[src/rtl/core/lra_pkg.sv]
// ----------------------------------------------------------------------------
// lra_pkg
// Shared widths, defaults and status codes of the level request aggregator.
// ----------------------------------------------------------------------------
package lra_pkg;

  localparam int ID_W        = 8;
  localparam int LEVEL_W     = 32;
  localparam int SUM_W       = 36;
  localparam int COUNT_W     = 5;
  localparam int STATUS_W    = 2;

  localparam int IN_TDATA_W  = 40;
  localparam int OUT_FIELD_W = SUM_W + LEVEL_W + 1 + COUNT_W;
  localparam int OUT_TDATA_W = ((OUT_FIELD_W + 7) / 8) * 8;
  localparam int OUT_PAD_W   = OUT_TDATA_W - OUT_FIELD_W;

  localparam int DEF_MAX_REQUESTERS = 16;
  localparam int DEF_LEVEL_BITS     = 32;
  localparam int DEF_ID_BITS        = 8;
  localparam int QUEUE_DEPTH        = 2;

  localparam logic [STATUS_W-1:0] STATUS_OK        = 2'd0;
  localparam logic [STATUS_W-1:0] STATUS_NOT_FOUND = 2'd1;
  localparam logic [STATUS_W-1:0] STATUS_FULL      = 2'd2;

endpackage

[src/rtl/core/lra_front.sv]
// ----------------------------------------------------------------------------
// lra_front
// Input stage: accepts requests, trims id and level to the configured widths
// and hands packed items to the queue.
// ----------------------------------------------------------------------------
module lra_front import lra_pkg::*; #(
  parameter int OWN_W = DEF_ID_BITS,
  parameter int LVL_W = DEF_LEVEL_BITS
) (
  input  logic                     clk,
  input  logic                     rst,
  input  logic                     s_tvalid,
  output logic                     s_tready,
  input  logic [IN_TDATA_W-1:0]    s_tdata,   // requester_id [7:0], level [39:8]
  input  logic                     s_tuser,   // operation
  output logic                     q_valid,
  input  logic                     q_ready,
  output logic [OWN_W+LVL_W:0]     q_data
);

  logic                 hold_vld;
  logic [OWN_W+LVL_W:0] hold_data;

  assign s_tready = !hold_vld || q_ready;
  assign q_valid  = hold_vld;
  assign q_data   = hold_data;

  always_ff @(posedge clk) begin
    if (rst) begin
      hold_vld <= 1'b0;
    end else if (s_tready) begin
      hold_vld <= s_tvalid;
    end
  end

  always_ff @(posedge clk) begin
    if (s_tvalid && s_tready) begin
      hold_data <= {s_tuser, s_tdata[OWN_W-1:0], s_tdata[ID_W +: LVL_W]};
    end
  end

endmodule

[src/rtl/core/lra_queue.sv]
// ----------------------------------------------------------------------------
// lra_queue
// Small FIFO between the input stage and the table engine.
// ----------------------------------------------------------------------------
module lra_queue import lra_pkg::*; #(
  parameter int WIDTH = 1,
  parameter int DEPTH = QUEUE_DEPTH
) (
  input  logic             clk,
  input  logic             rst,
  input  logic             in_valid,
  output logic             in_ready,
  input  logic [WIDTH-1:0] in_data,
  output logic             out_valid,
  input  logic             out_ready,
  output logic [WIDTH-1:0] out_data
);

  localparam int PTR_W = (DEPTH > 1) ? $clog2(DEPTH) : 1;
  localparam int CNT_W = $clog2(DEPTH + 1);

  logic [WIDTH-1:0] slots [DEPTH];
  logic [PTR_W-1:0] wptr;
  logic [PTR_W-1:0] rptr;
  logic [CNT_W-1:0] fill;
  logic             push;
  logic             pop;

  assign in_ready  = fill != CNT_W'(DEPTH);
  assign out_valid = fill != '0;
  assign out_data  = slots[rptr];
  assign push      = in_valid && in_ready;
  assign pop       = out_valid && out_ready;

  always_ff @(posedge clk) begin
    if (rst) begin
      wptr <= '0;
      rptr <= '0;
      fill <= '0;
    end else begin
      if (push) begin
        wptr <= (wptr == PTR_W'(DEPTH - 1)) ? '0 : wptr + 1'b1;
      end
      if (pop) begin
        rptr <= (rptr == PTR_W'(DEPTH - 1)) ? '0 : rptr + 1'b1;
      end
      if (push && !pop) begin
        fill <= fill + 1'b1;
      end else if (pop && !push) begin
        fill <= fill - 1'b1;
      end
    end
  end

  always_ff @(posedge clk) begin
    if (push) begin
      slots[wptr] <= in_data;
    end
  end

endmodule

[src/rtl/core/lra_engine.sv]
// ----------------------------------------------------------------------------
// lra_engine
// Table engine: walks the requester table once per item to find the owner,
// the first free entry and the largest other level, then updates the table,
// sum, maximum and count and loads the result register.
// ----------------------------------------------------------------------------
module lra_engine import lra_pkg::*; #(
  parameter int MAX_REQUESTERS = DEF_MAX_REQUESTERS,
  parameter int OWN_W          = DEF_ID_BITS,
  parameter int LVL_W          = DEF_LEVEL_BITS
) (
  input  logic                     clk,
  input  logic                     rst,
  input  logic                     q_valid,
  output logic                     q_ready,
  input  logic [OWN_W+LVL_W:0]     q_data,
  output logic                     m_tvalid,
  input  logic                     m_tready,
  output logic [OUT_TDATA_W-1:0]   m_tdata,
  output logic [STATUS_W-1:0]      m_tuser
);

  localparam int IDX_W = $clog2(MAX_REQUESTERS);
  localparam int CNT_W = $clog2(MAX_REQUESTERS + 1);

  localparam logic [2:0] ST_IDLE   = 3'd0;
  localparam logic [2:0] ST_SCAN   = 3'd1;
  localparam logic [2:0] ST_DRAIN  = 3'd2;
  localparam logic [2:0] ST_PREP   = 3'd3;
  localparam logic [2:0] ST_UPDATE = 3'd4;

  logic [2:0]                state;
  logic [IDX_W-1:0]          addr;

  logic [OWN_W-1:0]          own_mem [MAX_REQUESTERS];
  logic [LVL_W-1:0]          lvl_mem [MAX_REQUESTERS];
  logic [MAX_REQUESTERS-1:0] valid;

  logic                      cmp_en;
  logic [IDX_W-1:0]          cmp_idx;
  logic [OWN_W-1:0]          own_rd;
  logic [LVL_W-1:0]          lvl_rd;

  logic                      cur_rel;
  logic [OWN_W-1:0]          cur_id;
  logic [LVL_W-1:0]          cur_lvl;

  logic                      hit;
  logic [IDX_W-1:0]          hit_idx;
  logic [LVL_W-1:0]          hit_lvl;
  logic                      free_found;
  logic [IDX_W-1:0]          free_idx;
  logic [LVL_W-1:0]          max_excl;

  logic [SUM_W-1:0]          sum_base;
  logic [LVL_W-1:0]          cand_max;

  logic [SUM_W-1:0]          level_sum;
  logic [LVL_W-1:0]          level_max;
  logic [CNT_W-1:0]          active_count;

  logic                      out_vld;
  logic [SUM_W-1:0]          out_sum;
  logic [LVL_W-1:0]          out_max;
  logic                      out_changed;
  logic [CNT_W-1:0]          out_count;
  logic [STATUS_W-1:0]       out_status;

  logic                      upd_go;
  logic                      do_write;
  logic                      is_new;
  logic                      is_free;
  logic [IDX_W-1:0]          wr_idx;
  logic [SUM_W-1:0]          sum_next;
  logic [CNT_W-1:0]          count_next;
  logic [STATUS_W-1:0]       status_next;

  assign q_ready  = state == ST_IDLE;
  assign m_tvalid = out_vld;
  assign m_tdata  = {{OUT_PAD_W{1'b0}}, COUNT_W'(out_count), out_changed,
                     LEVEL_W'(out_max), out_sum};
  assign m_tuser  = out_status;

  always_comb begin
    upd_go      = (state == ST_UPDATE) && (!out_vld || m_tready);
    is_new      = !cur_rel && !hit && free_found;
    is_free     = cur_rel && hit;
    do_write    = !cur_rel && (hit || free_found);
    wr_idx      = hit ? hit_idx : free_idx;
    sum_next    = sum_base + (do_write ? SUM_W'(cur_lvl) : '0);
    count_next  = active_count;
    status_next = STATUS_OK;
    if (is_new) begin
      count_next = active_count + 1'b1;
    end else if (is_free) begin
      count_next = active_count - 1'b1;
    end
    if (cur_rel && !hit) begin
      status_next = STATUS_NOT_FOUND;
    end else if (!cur_rel && !hit && !free_found) begin
      status_next = STATUS_FULL;
    end
  end

  always_ff @(posedge clk) begin
    if (rst) begin
      state        <= ST_IDLE;
      addr         <= '0;
      cmp_en       <= 1'b0;
      valid        <= '0;
      level_sum    <= '0;
      level_max    <= '0;
      active_count <= '0;
      out_vld      <= 1'b0;
    end else begin
      cmp_en <= state == ST_SCAN;
      if (upd_go) begin
        out_vld <= 1'b1;
      end else if (m_tready) begin
        out_vld <= 1'b0;
      end
      case (state)
        ST_IDLE: begin
          addr <= '0;
          if (q_valid) begin
            state <= ST_SCAN;
          end
        end
        ST_SCAN: begin
          if (addr == IDX_W'(MAX_REQUESTERS - 1)) begin
            state <= ST_DRAIN;
          end else begin
            addr <= addr + 1'b1;
          end
        end
        ST_DRAIN: begin
          state <= ST_PREP;
        end
        ST_PREP: begin
          state <= ST_UPDATE;
        end
        ST_UPDATE: begin
          if (upd_go) begin
            state        <= ST_IDLE;
            level_sum    <= sum_next;
            level_max    <= cand_max;
            active_count <= count_next;
            if (is_new) begin
              valid[free_idx] <= 1'b1;
            end else if (is_free) begin
              valid[hit_idx] <= 1'b0;
            end
          end
        end
        default: begin
          state <= ST_IDLE;
        end
      endcase
    end
  end

  always_ff @(posedge clk) begin
    if (state == ST_IDLE && q_valid) begin
      cur_rel    <= q_data[OWN_W+LVL_W];
      cur_id     <= q_data[LVL_W +: OWN_W];
      cur_lvl    <= q_data[LVL_W-1:0];
      hit        <= 1'b0;
      free_found <= 1'b0;
      max_excl   <= '0;
    end else if (cmp_en) begin
      if (valid[cmp_idx]) begin
        if (own_rd == cur_id) begin
          hit     <= 1'b1;
          hit_idx <= cmp_idx;
          hit_lvl <= lvl_rd;
        end else if (lvl_rd > max_excl) begin
          max_excl <= lvl_rd;
        end
      end else if (!free_found) begin
        free_found <= 1'b1;
        free_idx   <= cmp_idx;
      end
    end
  end

  always_ff @(posedge clk) begin
    if (state == ST_SCAN) begin
      own_rd  <= own_mem[addr];
      lvl_rd  <= lvl_mem[addr];
      cmp_idx <= addr;
    end
    if (upd_go && do_write) begin
      own_mem[wr_idx] <= cur_id;
      lvl_mem[wr_idx] <= cur_lvl;
    end
  end

  always_ff @(posedge clk) begin
    if (state == ST_PREP) begin
      sum_base <= level_sum - (hit ? SUM_W'(hit_lvl) : '0);
      cand_max <= (do_write && cur_lvl > max_excl) ? cur_lvl : max_excl;
    end
    if (upd_go) begin
      out_sum     <= sum_next;
      out_max     <= cand_max;
      out_changed <= cand_max != level_max;
      out_count   <= count_next;
      out_status  <= status_next;
    end
  end

endmodule

[src/rtl/core/level_request_aggregator.sv]
// ----------------------------------------------------------------------------
// level_request_aggregator
// Items are handled one at a time: the engine takes no new item until it has
// walked the requester table through its single read port, one entry per
// cycle, and loaded the result register.
// Reset: synchronous, clears all valid bits, sum, maximum, count and queue.
// ----------------------------------------------------------------------------
module level_request_aggregator import lra_pkg::*; #(
  parameter int MAX_REQUESTERS = DEF_MAX_REQUESTERS,
  parameter int LEVEL_BITS     = DEF_LEVEL_BITS,
  parameter int ID_BITS        = DEF_ID_BITS
) (
  input  logic                   clk,
  input  logic                   rst,
  input  logic                   s_tvalid,
  output logic                   s_tready,
  input  logic [IN_TDATA_W-1:0]  s_tdata,   // requester_id [7:0], level [39:8]
  input  logic                   s_tuser,   // operation
  output logic                   m_tvalid,
  input  logic                   m_tready,
  // total_level [35:0], peak_level [67:36], max_changed [68],
  // user_count [73:69], zero [79:74]
  output logic [OUT_TDATA_W-1:0] m_tdata,
  output logic [STATUS_W-1:0]    m_tuser    // status
);

  localparam int OWN_W  = (ID_BITS < ID_W) ? ID_BITS : ID_W;
  localparam int LVL_W  = (LEVEL_BITS < LEVEL_W) ? LEVEL_BITS : LEVEL_W;
  localparam int ITEM_W = 1 + OWN_W + LVL_W;

  logic              f_valid;
  logic              f_ready;
  logic [ITEM_W-1:0] f_data;
  logic              q_valid;
  logic              q_ready;
  logic [ITEM_W-1:0] q_data;

  lra_front #(
    .OWN_W (OWN_W),
    .LVL_W (LVL_W)
  ) u_front (
    .clk      (clk),
    .rst      (rst),
    .s_tvalid (s_tvalid),
    .s_tready (s_tready),
    .s_tdata  (s_tdata),
    .s_tuser  (s_tuser),
    .q_valid  (f_valid),
    .q_ready  (f_ready),
    .q_data   (f_data)
  );

  lra_queue #(
    .WIDTH (ITEM_W),
    .DEPTH (QUEUE_DEPTH)
  ) u_queue (
    .clk       (clk),
    .rst       (rst),
    .in_valid  (f_valid),
    .in_ready  (f_ready),
    .in_data   (f_data),
    .out_valid (q_valid),
    .out_ready (q_ready),
    .out_data  (q_data)
  );

  lra_engine #(
    .MAX_REQUESTERS (MAX_REQUESTERS),
    .OWN_W          (OWN_W),
    .LVL_W          (LVL_W)
  ) u_engine (
    .clk      (clk),
    .rst      (rst),
    .q_valid  (q_valid),
    .q_ready  (q_ready),
    .q_data   (q_data),
    .m_tvalid (m_tvalid),
    .m_tready (m_tready),
    .m_tdata  (m_tdata),
    .m_tuser  (m_tuser)
  );

endmodule
[config.mk]
export PLATFORM = sky130hd
export DESIGN_NAME = level_request_aggregator
export DESIGN_NICKNAME = d
export VERILOG_FILES = /design/src/rtl/core/lra_pkg.sv /design/src/rtl/core/lra_front.sv /design/src/rtl/core/lra_queue.sv /design/src/rtl/core/lra_engine.sv /design/src/rtl/core/level_request_aggregator.sv
export SDC_FILE = /design/constraint.sdc
export NUM_CORES = 1
export LEC_CHECK = 0
export ABC_AREA = 1
export BUFFER_PORTS_ARGS = -buffer_cell sky130_fd_sc_hd__buf_2
export CAP_MARGIN = 0
export CORE_MARGIN = 4
export CORE_UTILIZATION = 45
export CTS_CLUSTER_SIZE = 30
export DETAILED_ROUTE_END_ITERATION = 16
export PLACE_DENSITY = 0.71
export SLEW_MARGIN = 20
export SYNTH_ARGS = -nofsm -noshare
export SYNTH_HDL_FRONTEND = slang
export SYNTH_HIERARCHICAL = 1
export SYNTH_SLANG_ARGS = --single-unit
[constraint.sdc]
create_clock -name clk -period 4.3 [get_ports clk]
set_clock_uncertainty 0.15 [all_clocks]
set_input_delay 0.645 -clock clk [delete_from_list [all_inputs] [get_ports clk]]
set_output_delay 0.645 -clock clk [all_outputs]
set_load 0.01 [all_outputs]
* After elaboration in Yosys (flattened, before gate mapping)
Memories as Yosys holds them, arrays and structs flattened. A register that Yosys moved wholly into a read port is not among the register bits.
Cells that the tools add are included.
** Storage, ports and cells
- Register bits after elaboration :: 366
- Latch bits :: 0
- Bits in writable memories :: 722
- Bits in read-only memories :: 0
- Bits of input ports :: 45
- Output and inout bits :: 84
- Word-level logic and storage cells :: 137
- Memories :: 3
** Operators by class
- $add $sub $neg :: 9
- $mul :: 0
- Divide/modulo/power cells :: 0
- $lt $le $gt $ge :: 7
- Eq/ne operators :: 12
- Shifts and indexed selects :: 0
- Multiplexer cells :: 31
- Bitwise gates (word level) :: 7
- Reduce and logical (&&, ||, !) cells :: 41
** Memory list
- u_engine.lvl_mem :: depth 16, bits a word 32, read ports 1, clocked after memory_dff 1, write ports 1, line lra_engine.sv:36 : logic [LVL_W-1:0] lvl_mem [MAX_REQUESTERS];
- u_engine.own_mem :: depth 16, bits a word 8, read ports 1, clocked after memory_dff 1, write ports 1, line lra_engine.sv:35 : logic [OWN_W-1:0] own_mem [MAX_REQUESTERS];
- u_queue.slots :: depth 2, bits a word 41, read ports 1, clocked after memory_dff 1, write ports 1, line lra_queue.sv:22 : logic [WIDTH-1:0] slots [DEPTH];
** Operators by type and width (number)
- $mux 32 :: 3
- $gt 32x32->1 :: 2
- $add 36x36->36 :: 1
- $sub 36x36->36 :: 1
- $mux 16 :: 2
- $ne 32x32->1 :: 1
- $and 16x16->16 :: 1
- $logic_and 1x1->1 :: 16
- $not 16->16 :: 1
- $or 16x16->16 :: 1
- $lt 4x5->1 const B :: 3
- $pmux 3 s5 :: 1
- $reduce_and 4->1 :: 3
- $mux 1 :: 11
- $mux 5 :: 2
- $reduce_bool 2->1 :: 5
- $mux 3 :: 3
- $reduce_and 3->1 :: 3
- $demux 1 s4 :: 2
- $eq 8x8->1 :: 1
- $ge 4x1->1 const B :: 2
- $mux 4 :: 2
- $pmux 4 s2 :: 1
- $logic_not 1->1 :: 7
- other kinds (18) :: 32

* Longest topological paths before layout
Gate-level depths: netlist of run 1.
- Word-level depth :: 8
- Gate-level depth with buffers :: 19

* By module
The synthesis of run 1 kept the hierarchy.
** Modules (own cells, without submodules)
- lra_engine :: instances 1, cells each 4168, area each 45897.8 sq um, seq. area each 29938.7 sq um
- lra_queue :: instances 1, cells each 165, area each 3404.5 sq um, seq. area each 2562.5 sq um
- lra_front :: instances 1, cells each 47, area each 1278.7 sq um, seq. area each 1251.2 sq um

* Least setup slack after synthesis of run 1
No wires, ideal clock.
- Path kind :: flip-flop to flip-flop
- Start point :: reg u_engine.state[1]
- End point :: reg u_engine.hit_idx[0], enable pin
- Library setup time :: 0.476 ns
- Data arrival time :: 3.986 ns
- Slack :: -0.312 ns
- Stages on the path, launching flop included :: 9
- Cells stage by stage :: dfxtp_1 nor2_2 inv_1 nor2_1 inv_1 nor2_1 inv_2 nand2_1 nor3_1
** On the way
- Longest elaborated chain between the ends :: 4
** RTL lines
- from (decl) :: line lra_engine.sv:32 : logic [2:0] state;
- from (signal assigned) :: line lra_engine.sv:107 : state <= ST_IDLE;
- from (signal assigned) :: line lra_engine.sv:126 : state <= ST_SCAN;
- from (signal assigned) :: line lra_engine.sv:131 : state <= ST_DRAIN;
- $logic_not 3->1
- via q_ready :: line level_request_aggregator.sv:35 : logic q_ready;
- $logic_and 1x1->1 :: line lra_engine.sv:163 : if (state == ST_IDLE && q_valid) begin
- $not 1->1 (no line)
- $reduce_and 4->1 (no line)
- to (signal assigned) :: line lra_engine.sv:174 : hit_idx <= cmp_idx;
- to (decl) :: line lra_engine.sv:49 : logic [IDX_W-1:0] hit_idx;
The timed path passes the listed nets, and every way through them passes these cells.
A chain may end at the register's enable or synchronous reset.

* Worst setup path after layout of run 1
- Start point :: reg u_engine.cur_lvl[12], read port of u_queue.slots
- End point :: reg u_engine.cand_max[3], data pin
** On the way
- Longest elaborated chain between the ends :: 3
** RTL lines
- from (decl) :: line lra_engine.sv:46 : logic [LVL_W-1:0] cur_lvl;
- $gt 32x32->1 :: line lra_engine.sv:201 : cand_max <= (do_write && cur_lvl > max_excl) ? cur_lvl : max_excl;
- $logic_and 1x1->1 :: line lra_engine.sv:201
- $mux 32 :: line lra_engine.sv:201
- to (signal assigned) :: line lra_engine.sv:201
- to (decl) :: line lra_engine.sv:56 : logic [LVL_W-1:0] cand_max;
No other way between the ends.

==> flow_summary.json, run 1 <==
{
  "wl_per_cell_um": 22.3,
  "die_x_um": 343,
  "viasPerCell": 5.62,
  "fin_ws_ps": 531,
  "place_congestion": 0.960,
  "clk_pin_slew_ps": 60,
  "cts_resized": 0,
  "path_buf_inv": 0,
  "clk_latency_ps": 730,
  "status": "finished, final reports clean",
  "cts_tree": "done",
  "ant_nets": 0,
  "nets": 4723,
  "ir_drop_v": 0.000396,
  "ys_warn_count": 6,
  "fmax_ghz": 0.265,
  "cp_slowest_cell": "nor4_1",
  "rows": 122,
  "fin_util": 0.515,
  "dpl.cell_count": 5874,
  "mostFrequentLayoutCells": "edfxtp_1, nand2_1, nor2_1",
  "crit_fanout": 32,
  "final_cells": 6133,
  "reg2reg_depth": 9,
  "holdBufCountCts": 41,
  "fin_crit_sh": 0.877,
  "synth_edf_count": 1032,
  "synth_cell_type_count": 51,
  "arrival_ps": 4150,
  "cp_top_family": "simple AND/OR/NAND/NOR gates",
  "power_frac_clock": 0.296,
  "min_to": "u_front/q_valid",
  "core_sq_um": 111000,
  "required_ps": 4690,
  "slowest_delay_ps": 850,
  "cp_common_cell": "nand2_1",
  "yosysSeqAreaShare": 0.667,
  "power_report.internal_total_mw": 22.5,
  "grt_pass1_vias": 33156,
  "min_path_type": "in2reg",
  "critPathLaunchType": "register",
  "grt_first_pass_wirelength_um": 204000,
  "io_pins": 129,
  "post_cts_buffers": 0,
  "r2r-start": "u_engine/cur_lvl[12]",
  "routed_wl_um": 137000,
  "tns_ps": 0,
  "cts_htree_levels": 3,
  "syn_area_sq_um": 50600,
  "setup_viol": 0,
  "power_density_nw_per_um2": 594,
  "async_flop_share": 0,
  "path_cells": "ha_1 > nand2_1 > nor2_1 > nand2_1 > nor4_1 > a21oi_2 > nand2_2 > nand2_1 > nand2_1",
  "min_from": "s_tvalid",
  "worstSetupPathType": "reg2reg",
  "r2r-end": "u_engine/cand_max[3]",
  "p_sw_frac": 0.338,
  "dieArea_sq_um": 118000,
  "power_switching_mw": 11.5,
  "mostFrequentLayoutCell": "edfxtp_1",
  "end_kind": "register",
  "drcViolationCount": 0,
  "post-place-ws_ps": 615,
  "syn_avg_cell_area_sq_um": 11.5,
  "die_y_um": 343,
  "grt_overflow": 0,
  "portBuffers": 122,
  "cap_viol_max_count": 0,
  "p_comb_frac": 0.247,
  "p_leak_nw": 21.4,
  "relSlewSlack": 0.254,
  "drtIter0Drc": 3780,
  "grt_max_degree": 213,
  "pwr-share-seq": 0.457,
  "r2r_setup_slack_ps": 530,
  "cts.sinks": 1170,
  "ctsLongestPathBuffers": 3,
  "worst_pin_slew_ps": 1110,
  "cts_inserted_buffers": 114,
  "antenna_found_initial": 2,
  "hold_viol_final": 0,
  "drtPass1Iterations": 8,
  "initial_core_util": 0.455,
  "rsz0062_at_grt": "no",
  "synth_seq_cells": 1170,
  "period_needed_ps": 3770,
  "root_buffer": "clkbuf_16",
  "hold_depth": 3,
  "post-dp-hpwl_um": 87000,
  "synthFlopType": "edfxtp_1",
  "slew_violations": 0,
  "vias": 34453,
  "drive_above_1_share": 0.106,
  "track_usage": 0.227,
  "area_growth_pct": 13.2,
  "netlist_instances": 4380
}
==> synth_stat cells (19+ instances only) <==
cell,n,area share
nand3_1,205,0.020
o22ai_1,31,0.0038
nand2_1,603,0.045
xnor2_1,36,0.0062
clkbuf_1,126,0.0094
o21bai_1,26,0.0039
inv_1,337,0.025
a211oi_1,20,0.0030
buf_2,41,0.0041
xor2_1,42,0.0073
nor2_1,592,0.044
o211ai_1,36,0.0053
dfxtp_1,138,0.055
o21a_1,19,0.0028
o221ai_1,130,0.023
mux2_4,40,0.012
a21oi_1,191,0.019
o21ai_0,447,0.044
ha_1,132,0.033
edfxtp_1,1032,0.61
nand4_1,22,0.0027
==> logic make-up after synthesis <==
| family | after synthesis | share of synthesized area |
|---|---|---|
| other cells | 1 | 0.0000741 |
| buf+inv | 551 | 0.0461 |
| compound gates | 931 | 0.109 |
| flops | 1170 | 0.667 |
| fa+ha+maj | 134 | 0.0334 |
| mux | 41 | 0.0121 |
| xor+xnor | 78 | 0.0135 |
| simple gates | 1474 | 0.119 |
==> layer usage <==
| layer | track usage | part of all wire |
|---|---|---|
| met2 | 0.367 | 0.47 |
| met1 | 0.309 | 0.41 |
| met4 | 0.0836 | 0.037 |
| met3 | 0.0411 | 0.086 |
| met5 | 0 | 0 |
==> stage by stage <==
step	power [mW]	instance area (sq um)	hold WS (ps)
after floorplan	20.8	50600	256
after global placement	23.8	53000	274
after detailed placement	24.0	53000	280
after CTS	34.1	57200	48.8
after global routing	35.6	57300	68.6
final	34.0	57300	85.6
==> how the worst max path moves through the flow <==
stage,from,endpoint,slack (ps),depth (start not counted)
2_1_floorplan,u_engine/state[1],u_engine/cand_max[0],340,2
3_3_place_gp,u_engine/cur_lvl[12],u_engine/cand_max[28],620,9
3_5_place_dp,u_engine/cur_lvl[12],u_engine/cand_max[1],620,9
4_1_cts,u_engine/cur_lvl[12],u_engine/cand_max[3],560,9
5_1_grt,u_engine/cur_lvl[12],u_engine/cand_max[3],490,9
6_report,u_engine/cur_lvl[12],u_engine/cand_max[3],530,9
==> flip-flops by register name (all words and copies together) (netlist names), 32 cells and up, named ones only <==
name	count
u_engine/out_sum	36
u_engine/sum_base	36
u_front/q_data	41
u_engine/lvl_mem	512
u_engine/cur_lvl	32
u_engine/out_max	32
u_engine/lvl_rd	32
u_engine/cand_max	32
u_engine/level_sum	36
u_engine/level_max	32
u_engine/own_mem	128
u_queue/slots	82
u_engine/max_excl	32
u_engine/hit_lvl	32
==> tightest hold or removal path, cell delays in order <==
cell	delay, ps
buf_2	70
inv_1	70
a21oi_2	130
==> area by class of cell <==
| class | instances | area, sq um |
|---|---|---|
| clock inverters | 68 | 722 |
| well taps | 1488 | 1860 |
| clock buffers | 148 | 3070 |
| multi-input cells | 2664 | 14700 |
| inverters | 346 | 1310 |
| flip-flops and latches | 1170 | 33800 |
| repair buffers | 248 | 1830 |
| diodes | 1 | 2.50 |
| fillers | 9574 | 53900 |
==> power by group through the flow <==
stage | registers [mW] | clock network (mW) | logic, mW
after floorplan | 15.3 | 0 | 5.56
after global placement | 15.7 | 0 | 8.01
after detailed placement | 15.8 | 0 | 8.20
after CTS | 15.5 | 10.3 | 8.29
after global routing | 15.6 | 10.7 | 9.28
final | 15.5 | 10.1 | 8.40
(Power assumes the default switching activity.)
==> inputs of run 2 (changes only) <==
--- a/config.mk
+++ b/config.mk
@@ -12,7 +12,6 @@
 export CORE_UTILIZATION = 45
 export CTS_CLUSTER_SIZE = 30
 export DETAILED_ROUTE_END_ITERATION = 16
-export PLACE_DENSITY = 0.71
 export SLEW_MARGIN = 20
 export SYNTH_ARGS = -nofsm -noshare
 export SYNTH_HDL_FRONTEND = slang
==> run 2 against run 1 <==
Net effect: worst setup slack better by 340 ps; non-clock buffer count is 4 higher; count of clock-buffer cells in the layout is 2 lower; first-iteration DRC count is 22% lower; register-to-register slack better by 340 ps; routed wire length is 3.4% higher; fmax is 9.9% higher; via count is 0.93% lower; largest cell class unchanged; combinational power is 4.6% higher; clock power hardly changed.
==> flow_summary.json, run 2 (synthesized netlist as in run 1, its figures left out) <==
{
  "place_congestion": 0.907,
  "fillers": 9765,
  "track_usage": 0.237,
  "mostFrequentLayoutCell": "edfxtp_1",
  "die_y_um": 343,
  "grt_max_degree": 218,
  "regMostFlops": "u_engine/lvl_mem",
  "p_leak_nw": 21.5,
  "slew_violations": 0,
  "cts_inserted_buffers": 117,
  "nets": 4730,
  "whs_ps": 71.6,
  "initial_core_util": 0.455,
  "antenna_found_initial": 3,
  "cts_htree_levels": 3,
  "fin_ws_ps": 869,
  "critPathLaunchType": "register",
  "tns_ps": 0,
  "viasPerCell": 5.56,
  "power_mw": 34.4,
  "vias": 34134,
  "seqCellArea_sq_um": 33800,
  "portBuffers": 122,
  "ir_drop_v": 0.000404,
  "cap_viol_max_count": 0,
  "relSlewSlack": 0.231,
  "io_pins": 129,
  "clk_latency_ps": 720,
  "wl_per_cell_um": 23.0,
  "worstSetupPathType": "reg2reg",
  "worst_pin_slew_ps": 1150,
  "fin_crit_sh": 0.798,
  "period_needed_ps": 3430,
  "cts_resized": 0,
  "routed_wl_um": 141000,
  "mostFrequentLayoutCells": "edfxtp_1, nand2_1, nor2_1",
  "fmax_ghz": 0.291,
  "crit_fanout": 32,
  "rows": 122,
  "cts.sinks": 1170,
  "hold_viol_final": 0,
  "cts_tree": "done",
  "grt_pass1_vias": 32859,
  "area_growth_pct": 13.9,
  "drcViolationCount": 0,
  "ctsLongestPathBuffers": 3,
  "post-dp-hpwl_um": 87000,
  "drtPass1Iterations": 6,
  "core_sq_um": 111000,
  "min_path_type": "in2reg",
  "clk_pin_slew_ps": 60,
  "end_kind": "register",
  "ant_nets": 0,
  "status": "finished, final reports clean",
  "setup_viol": 0,
  "drtIter0Drc": 2938,
  "reg_top3": "u_engine/lvl_mem x512, u_engine/own_mem x128, u_queue/slots x82",
  "root_buffer": "clkbuf_16",
  "grt_first_pass_wirelength_um": 209000,
  "power_density_nw_per_um2": 597,
  "post-place-ws_ps": 976,
  "rsz0062_at_grt": "no",
  "antenna_cells": 0,
  "required_ps": 4720,
  "post_cts_buffers": 0,
  "grt_overflow": 0,
  "die_x_um": 343,
  "largest_register_ff_count": 512,
  "dieArea_sq_um": 118000,
  "drive_above_1_share": 0.104,
  "multi_input_area_sq_um": 14700,
  "arrival_ps": 3850
}
[run 2: changes by cell type in the layout (fill, tap and decap cells not counted), sizes merged]
| cell | change |
|---|---|
| clkbuf | -2 |
| diode | -1 |
| buf | +4 |
| inv | -3 |
| clkinvlp | -4 |
| bufinv | +4 |
| clkinv | +3 |
[run 2: final timing paths]
check	startpoint	end	slack, ps	cells after the start
setup / recovery	u_engine/cur_lvl[1]	u_engine/cand_max[21]	870	7
hold / removal	s_tvalid	u_front/q_valid	70	3
setup reg to reg	u_engine/cur_lvl[1]	u_engine/cand_max[21]	870	7
hold reg to reg	u_front/q_data[15]	u_queue/slots[0][15]	290	0
[run 2: report_power, final]
part | switching [mW] | total, mW | internal, mW | leakage, nW
Combinational | 6.23 | 8.79 | 2.56 | 9.14
Sequential | 1.00 | 15.3 | 14.3 | 10.5
Clock | 4.31 | 10.3 | 6.02 | 1.92
Total | 11.5 | 34.4 | 22.9 | 21.5
[run 2: metrics by stage]
stage               instances  area, sq um  utilization
global placement         5879        53300        0.479
finish                   6134        57600        0.519
floorplan                4385        50600            -
global route             6134        57600        0.519
CTS                      6134        57600        0.518
detailed placement       5879        53300        0.479
[run 2: cell type report]
type	count	area share
clock inverter	68	0.0134
sequential	1170	0.586
inverter	346	0.0228
tap	1488	0.0323
clock buffer	146	0.0547
multi-input combinational	2664	0.255
timing repair buffer	252	0.0356
[run 2: timing repair]
action                     CTS  global route
setup endpoints to repair    0             0
hold buffers                41             0
hold endpoints to repair    41             0
[run 2: metal layers]
layer | part of all wire | up-vias | track usage
met5 | 0 | - | 0
met4 | 0.029 | 0 | 0.0684
met3 | 0.073 | 218 | 0.0356
met2 | 0.48 | 1284 | 0.394
met1 | 0.42 | 16691 | 0.324
li1 | - | 15941 | -
[run 2: critical path, stage by stage, from the launching register on]
cell	delay [ps]
edfxtp_1	720
ha_1	470
nand4_1	140
nor4_1	900
a21oi_2	160
nand2_2	500
nand2_1	120
nand2_1	90
